## src/hw/rtl/smp_pkg.sv

```systemverilog
// Package with the constants shared by the shuffled minimal-standard generator.
`timescale 1ns / 1ps

package smp_pkg;

  // Generator word width and the Mersenne prime modulus 2^31 - 1.
  localparam int unsigned WORD_W = 31;
  localparam logic [WORD_W-1:0] MODULUS = 31'h7FFF_FFFF;

  // Minimal-standard multiplier and its width.
  localparam int unsigned MULT_W = 15;
  localparam logic [MULT_W-1:0] MULT = 15'd16807;

  // Full product width of one generator step.
  localparam int unsigned PROD_W = WORD_W + MULT_W;

  // Default shuffle table depth and the extra warm-up steps before the fill.
  localparam int unsigned TABLE_DEPTH_DEF = 32;
  localparam int unsigned WARMUP_EXTRA = 8;

endpackage

```

## src/hw/rtl/smp_ram.sv

```systemverilog
// Generic single-port-write, single-port-read RAM with a registered read.
`timescale 1ns / 1ps

module smp_ram #(
  parameter int unsigned WIDTH = 31,
  parameter int unsigned DEPTH = 32
) (
  input  logic                     clk,
  input  logic                     we,
  input  logic [$clog2(DEPTH)-1:0] waddr,
  input  logic [WIDTH-1:0]         wdata,
  input  logic                     re,
  input  logic [$clog2(DEPTH)-1:0] raddr,
  output logic [WIDTH-1:0]         rdata
);

  logic [WIDTH-1:0] mem [DEPTH];

  // Write port.
  always_ff @(posedge clk) begin
    if (we) begin
      mem[waddr] <= wdata;
    end
  end

  // Read port; the read word holds while no read is issued.
  always_ff @(posedge clk) begin
    if (re) begin
      rdata <= mem[raddr];
    end
  end

endmodule

```

## src/hw/rtl/smp_mulmod.sv

```systemverilog
// Generator step unit: registered multiply by 16807, then a Mersenne fold mod 2^31 - 1.
`timescale 1ns / 1ps

module smp_mulmod (
  input  logic                      clk,
  input  logic                      en,
  input  logic [smp_pkg::WORD_W-1:0] operand,
  output logic [smp_pkg::WORD_W-1:0] result
);

  import smp_pkg::*;

  logic [PROD_W-1:0] prod;
  logic [WORD_W:0]   sum;

  // Product register; the fold below reads it combinationally.
  always_ff @(posedge clk) begin
    if (en) begin
      prod <= PROD_W'(operand) * PROD_W'(MULT);
    end
  end

  // Since 2^31 is 1 mod the modulus, the high part adds onto the low part.
  // The sum stays below twice the modulus, so one subtraction finishes it.
  always_comb begin
    sum = (WORD_W + 1)'(prod[WORD_W-1:0]) + (WORD_W + 1)'(prod[PROD_W-1:WORD_W]);
    if (sum >= (WORD_W + 1)'(MODULUS)) begin
      result = WORD_W'(sum - (WORD_W + 1)'(MODULUS));
    end else begin
      result = sum[WORD_W-1:0];
    end
  end

endmodule

```

## src/hw/rtl/smp_slot.sv

```systemverilog
// Shuffle slot selection: floor(depth * last / (2^31 - 2 + depth)).
`timescale 1ns / 1ps

module smp_slot #(
  parameter int unsigned TABLE_DEPTH = smp_pkg::TABLE_DEPTH_DEF
) (
  input  logic [smp_pkg::WORD_W-1:0]     last,
  output logic [$clog2(TABLE_DEPTH)-1:0] slot
);

  import smp_pkg::*;

  localparam int unsigned AW = $clog2(TABLE_DEPTH);
  localparam int unsigned DW = $clog2(TABLE_DEPTH + 1);
  localparam int unsigned PW = WORD_W + DW;
  localparam int unsigned NW = PW + 1;
  localparam logic [NW-1:0] DIVISOR = NW'(64'h7FFF_FFFE + 64'(TABLE_DEPTH));

  logic [PW-1:0] scaled;
  logic [DW-1:0] q_est;
  logic [NW-1:0] q_back;
  logic [DW-1:0] q;

  // Dividing by 2^31 instead of the divisor overestimates by at most one,
  // so one multiply-back and compare corrects the estimate.
  always_comb begin
    scaled = PW'(last) * PW'(TABLE_DEPTH);
    q_est  = scaled[PW-1:WORD_W];
    q_back = NW'(q_est) * DIVISOR;
    if (q_back > NW'(scaled)) begin
      q = q_est - DW'(1);
    end else begin
      q = q_est;
    end
    if (q >= DW'(TABLE_DEPTH)) begin
      slot = AW'(TABLE_DEPTH - 1);
    end else begin
      slot = q[AW-1:0];
    end
  end

endmodule

```

## src/hw/rtl/shuffled_minimal_standard_prng.sv

```systemverilog
// Top level of the shuffled minimal-standard pseudo-random generator.
`timescale 1ns / 1ps

// Minimal-standard generator (times 16807 mod 2^31 - 1) behind a shuffle
// table held in a RAM. Each accepted word is a draw or a reseed and gives
// exactly one result word. In a draw on an initialized block, the accept
// cycle reads the chosen slot and starts the multiply, and S_DRAW_WR then
// writes the new generator value back and loads the result. A reseed, and
// the first draw after reset, first run initialization: TABLE_DEPTH + 8
// generator steps through the single multiply-and-fold unit, each in
// S_INIT_MUL then S_INIT_FOLD, and then S_DRAW_RD issues the draw. A
// finished result waits in the output register while the next word is
// accepted; the table write of that next draw holds until the output
// register is free.
module shuffled_minimal_standard_prng #(
  parameter int unsigned TABLE_DEPTH = smp_pkg::TABLE_DEPTH_DEF
) (
  input  logic                       clk,
  input  logic                       rst,
  input  logic                       item_valid,
  output logic                       item_stall,
  input  logic                       operation,
  input  logic [smp_pkg::WORD_W-1:0] seed,
  output logic                       result_valid,
  input  logic                       result_stall,
  output logic [smp_pkg::WORD_W-1:0] value
);

  import smp_pkg::*;

  localparam int unsigned AW    = $clog2(TABLE_DEPTH);
  localparam int unsigned STEPS = TABLE_DEPTH + WARMUP_EXTRA;
  localparam int unsigned SW    = $clog2(STEPS);

  typedef enum logic [4:0] {
    S_IDLE      = 5'b00001,
    S_INIT_MUL  = 5'b00010,
    S_INIT_FOLD = 5'b00100,
    S_DRAW_RD   = 5'b01000,
    S_DRAW_WR   = 5'b10000
  } state_t;

  state_t state, state_next;

  logic [WORD_W-1:0] gen;
  logic [WORD_W-1:0] last;
  logic [SW-1:0]     step;
  logic [AW-1:0]     slot_reg;

  logic              accept;
  logic              need_init;
  logic [WORD_W-1:0] seed_fix;
  logic              issue;
  logic              mm_en;
  logic [WORD_W-1:0] gen_step;
  logic [AW-1:0]     slot_c;
  logic              out_free;
  logic              init_we;
  logic              draw_we;
  logic              ram_we;
  logic [AW-1:0]     ram_waddr;
  logic [WORD_W-1:0] ram_rdata;

  // Handshake and decode of the incoming word.
  assign item_stall = (state != S_IDLE);
  assign accept     = item_valid && !item_stall;
  assign need_init  = operation || (last == '0);
  assign seed_fix   = ((seed == '0) || (seed == MODULUS)) ? WORD_W'(1) : seed;
  assign out_free   = !result_valid || !result_stall;

  // A draw read is issued straight from idle or after initialization.
  assign issue = (accept && !need_init) || (state == S_DRAW_RD);
  assign mm_en = issue || (state == S_INIT_MUL);

  // Table writes: warm-up fill, or the write-back of a draw.
  assign init_we   = (state == S_INIT_FOLD) && (step < SW'(TABLE_DEPTH));
  assign draw_we   = (state == S_DRAW_WR) && out_free;
  assign ram_we    = init_we || draw_we;
  assign ram_waddr = init_we ? step[AW-1:0] : slot_reg;

  smp_slot #(
    .TABLE_DEPTH(TABLE_DEPTH)
  ) u_slot (
    .last(last),
    .slot(slot_c)
  );

  smp_mulmod u_mulmod (
    .clk    (clk),
    .en     (mm_en),
    .operand(gen),
    .result (gen_step)
  );

  smp_ram #(
    .WIDTH(WORD_W),
    .DEPTH(TABLE_DEPTH)
  ) u_table (
    .clk  (clk),
    .we   (ram_we),
    .waddr(ram_waddr),
    .wdata(gen_step),
    .re   (issue),
    .raddr(slot_c),
    .rdata(ram_rdata)
  );

  // Sequencer for initialization and draws.
  always_comb begin
    state_next = state;
    case (state)
      S_IDLE: begin
        if (accept) begin
          state_next = need_init ? S_INIT_MUL : S_DRAW_WR;
        end
      end
      S_INIT_MUL: begin
        state_next = S_INIT_FOLD;
      end
      S_INIT_FOLD: begin
        state_next = (step == '0) ? S_DRAW_RD : S_INIT_MUL;
      end
      S_DRAW_RD: begin
        state_next = S_DRAW_WR;
      end
      S_DRAW_WR: begin
        if (out_free) begin
          state_next = S_IDLE;
        end
      end
      default: begin
        state_next = S_IDLE;
      end
    endcase
  end

  // Control state: sequencer, generator value and last output.
  always_ff @(posedge clk) begin
    if (rst) begin
      state <= S_IDLE;
      gen   <= WORD_W'(1);
      last  <= '0;
    end else begin
      state <= state_next;
      if (accept && need_init) begin
        gen <= operation ? seed_fix : ((gen == '0) ? WORD_W'(1) : gen);
      end
      if (state == S_INIT_FOLD) begin
        gen <= gen_step;
        if (step == '0) begin
          last <= gen_step;
        end
      end
      if (draw_we) begin
        gen  <= gen_step;
        last <= ram_rdata;
      end
    end
  end

  // Warm-up step counter and the slot of the draw in flight.
  always_ff @(posedge clk) begin
    if (accept && need_init) begin
      step <= SW'(STEPS - 1);
    end else if (state == S_INIT_FOLD) begin
      step <= step - SW'(1);
    end
    if (issue) begin
      slot_reg <= slot_c;
    end
  end

  // Output register.
  always_ff @(posedge clk) begin
    if (rst) begin
      result_valid <= 1'b0;
    end else if (draw_we) begin
      result_valid <= 1'b1;
    end else if (!result_stall) begin
      result_valid <= 1'b0;
    end
  end

  always_ff @(posedge clk) begin
    if (draw_we) begin
      value <= ram_rdata;
    end
  end

endmodule

```

## config.mk

```make
export PLATFORM = sky130hd
export DESIGN_NAME = shuffled_minimal_standard_prng
export DESIGN_NICKNAME = d
export VERILOG_FILES = /design/src/hw/rtl/smp_pkg.sv /design/src/hw/rtl/smp_ram.sv /design/src/hw/rtl/smp_mulmod.sv /design/src/hw/rtl/smp_slot.sv /design/src/hw/rtl/shuffled_minimal_standard_prng.sv
export SDC_FILE = /design/constraint.sdc
export NUM_CORES = 2
export LEC_CHECK = 0
export BUFFER_PORTS_ARGS = -buffer_cell sky130_fd_sc_hd__buf_2
export CAP_MARGIN = 0
export CORE_ASPECT_RATIO = 1.75
export CORE_MARGIN = 4
export CORE_UTILIZATION = 40
export CTS_BUF_LIST = sky130_fd_sc_hd__clkbuf_4
export DETAILED_ROUTE_END_ITERATION = 7
export GPL_TIMING_DRIVEN = 0
export MAX_ROUTING_LAYER = met4
export PLACE_DENSITY = 0.52
export SLEW_MARGIN = 20
export SYNTH_ARGS = -nofsm -noshare
export SYNTH_HDL_FRONTEND = slang
export SYNTH_HIERARCHICAL = 1
export SYNTH_SLANG_ARGS = --single-unit
export TNS_END_PERCENT = 100
```

## constraint.sdc

```tcl
create_clock -name clk -period 7.12 [get_ports clk]
set_clock_uncertainty 0.05 [all_clocks]
set_input_delay 0.712 -clock clk [delete_from_list [all_inputs] [get_ports clk]]
set_output_delay 0.712 -clock clk [all_outputs]
set_load 0.02 [all_outputs]
```

==> reports/qor.csv <==
stage,metric,value,unit
synth,register bit total from synthesis,1179,
synth,Synth area leader,edfxtp_1,
power_and_ir_drop,maximum VDD drop,212,µV
synth,Syn Nets,4415,
global_route,global route overflow,0,
sta,actual slew at the worst max-slew pin,1180,ps
routing,Total Wirelength,170000,µm
sta,slew margin rel.,21.3,%
global_route,initial antenna violation count,16,
power_and_ir_drop,Pwr Total,19300,µW
placed_design,PortBufs,67,
die,Die Span X,293,µm
synth,Synth cell types,101,
routing,DRT iter0 DRCs,2050,
run,max_cap viols,0,
sta,Fin Setup TNS,-24.1,ps
layout,fill count,12700,
cts,CTS buffer count,293,
synth,number of synthesized flops with an enable pin,1105,
cts,Clock Tree Buf Depth,4,
sta,Hold WS,304,ps
sta,minimum clock period,7140,ps
cts,CTS sink count,1179,
power_and_ir_drop,Lkg Pwr,0.0230,µW
sta,final hold vios,0,
layout,Area growth syn-to-layout,16.2,%
layout,Multi-input gate area,20600,µm²
synth,Syn. warnings,6,
die,Rows,182,
synth,mapped cell area,56700,µm²
placed_design,RePlAce Congestion,0.912,
setup_path,crit path kind,flip-flop to flip-flop,
synth,Synth area leaders,"edfxtp_1 59%, mux2i_1 9.4%, ha_1 5.2%",
setup_path,critical path startpoint category,flip-flop,
routing,detailed-route via count,35800,
cts,register clock-pin slew on the reported worst setup and hold paths,70,ps
cts,clock root buffer,clkbuf_4,
synth,synth cell count leaders,"1105 x edfxtp_1, 530 x mux2i_1, 332 x inv_1",
sta,Max Clock Freq,0.140,GHz
die,I/O pin count,69,
global_route,largest net degree at the start of global routing,35,
routing,ANT nets after route,0,
die,total core area,141000,µm²
layout,Register Area,34700,µm²
routing,DRT Pass-1 Iters,5,
routing,post-DR wirelength/cell,26.0,µm
layout,final net count,4917,
setup_path,CP arrival,7930,ps
layout,Largest regs,"u_table/mem x992, u_mulmod/prod x46",
synth,Async SR Flop Fraction,0,%
synth,top_reg_cell synth,edfxtp_1,
power_and_ir_drop,PD cells,293,nW/µm²
synth,Syn Inst Count,4005,
synth,syn avg cell area,14.2,µm²
layout,largest reg by FF count,u_table/mem,
placed_design,DP Wirelength,128000,µm
layout,Final Util,46.8,%
die,die height,506,µm
run_status,status,"complete, but fails checks",
cts,H-tree depth,5,
synth,most instantiated library cell after synthesis,edfxtp_1,
run_status,failing checks,setup timing,
sta,Final Max Slew Viols,0,
setup_path,Crit Path Max Fanout,8,
die,Die Footprint,148000,µm²
cts,Skew-Pair Late Insertion Delay,1190,ps
global_route,Tot GR Track Use,23.5,%
cts,CTS tree,yes,
synth,top cell type's share of synthesized area,58.5,%
synth,"Seq/Total Area, Yosys",61.1,%
routing,DRC,0,
die,Initial Utilization,40.3,%
sta,Tcrit/Tclk final,100,%
setup_path,Crit. End Element,flip-flop,
sta,setup violators final,1,
setup_path,Required @ worst endpoint,7910,ps
layout,share of cells above drive strength 1,19.3,%
sta,fin worst setup slack,-24.1,ps
global_route,vias in the first global route,38100,
min_path,worst min path class,primary input to flip-flop,
layout,Largest register FFs,992,
routing,post-DR vias/cell,5.47,
global_route,global-route wire length before repair,246000,µm
-- metrics by stage --
step | instances | worst slack, ps | instance area (µm²)
finish | 6545 | -24.1 | 65900
global route | 6544 | -13.8 | 65900
CTS | 6533 | 3.36 | 65700
detailed placement | 6016 | -1160 | 61800
global placement | 5912 | -3550 | 59300
floorplan | 4005 | 1210 | 56700
-- final cells by class --
type,count,area share (%)
antenna,11,0.0418
buffer,183,1.52
clock buffer,409,4.66
clock inverter,73,0.511
inverter,333,1.90
multi-input combinational,2310,31.2
sequential,1179,52.7
tap,1840,3.49
timing repair buffer,207,4.00
-- repair_timing --
action                     CTS  global route
resized for setup           51            60
pin swaps                    3             4
hold buffers                35             0
setup endpoints to repair   46            40
hold endpoints to repair    43             0
buffers inserted             0             1
-- worst paths after layout --
path,start,to,slack (ps),depth (start not counted)
setup reg to reg,gen[20],u_mulmod/prod[38],-20,22
setup / recovery,gen[20],u_mulmod/prod[38],-20,22
hold reg to reg,u_table/rdata[13],value[13],440,0
hold / removal,rst,gen[1],300,2
-- cell families after synthesis --
group	synth area share, %
DFF	61.1
and+or+nand+nor	6.05
AOI/OAI and AO/OA	8.07
muxes	9.50
buffers and inverters	3.87
adders and majority gates	10.1
xor gates and xnor gates	1.26
-- layout by cell type (no fill, tap or decap), drive strengths merged, types with 7 or more instances in the layout --
cell / n
edfxtp: 1105
a32oi: 35
mux2i: 530
o31ai: 8
nor2: 173
nor3: 83
ha: 235
a22o: 62
inv: 340
o211ai: 12
nand2: 168
a21o: 17
xnor2: 49
buf: 259
nor4: 34
and3: 14
clkbuf: 505
and2: 7
fa: 139
o21ai: 46
nand3: 131
o21a: 7
a31oi: 38
or3: 7
dfxtp: 74
a21oi: 167
nand2b: 15
a2111oi: 35
mux2: 7
o21bai: 12
a22oi: 95
xor2: 32
diode: 11
dlygate4sd3: 35
a211oi: 37
nand4: 29
clkinv: 64
-- where the power goes --
group	total [µW]	internal (µW)	switching (µW)
sequential	8530	8350	176
combinational	5460	1890	3570
clock	5350	2710	2640
-- worst max-delay path, cell delays in order, from the launching register on --
cell	delay, ps
dfxtp_2	550
inv_1	230
fa_1	580
inv_1	40
ha_1	260
inv_1	50
fa_1	500
inv_1	50
fa_1	470
fa_1	540
inv_1	60
fa_1	570
inv_1	50
ha_1	410
nand3_1	190
nor2_1	180
nand2_1	90
a21oi_2	300
o31ai_4	190
o21ai_1	320
nand2_1	240
o21ai_1	270
xor2_2	600
-- layer usage --
layer | up-vias | global-route usage (%) | routed length, µm
met5 | - | - | 0
met4 | 0 | 15.6 | 13000
met3 | 453 | 3.57 | 6780
met2 | 1018 | 43.5 | 93700
met1 | 18000 | 22.3 | 56900
li1 | 16300 | - | -
Note: power is estimated with default switching activity, not from simulation.
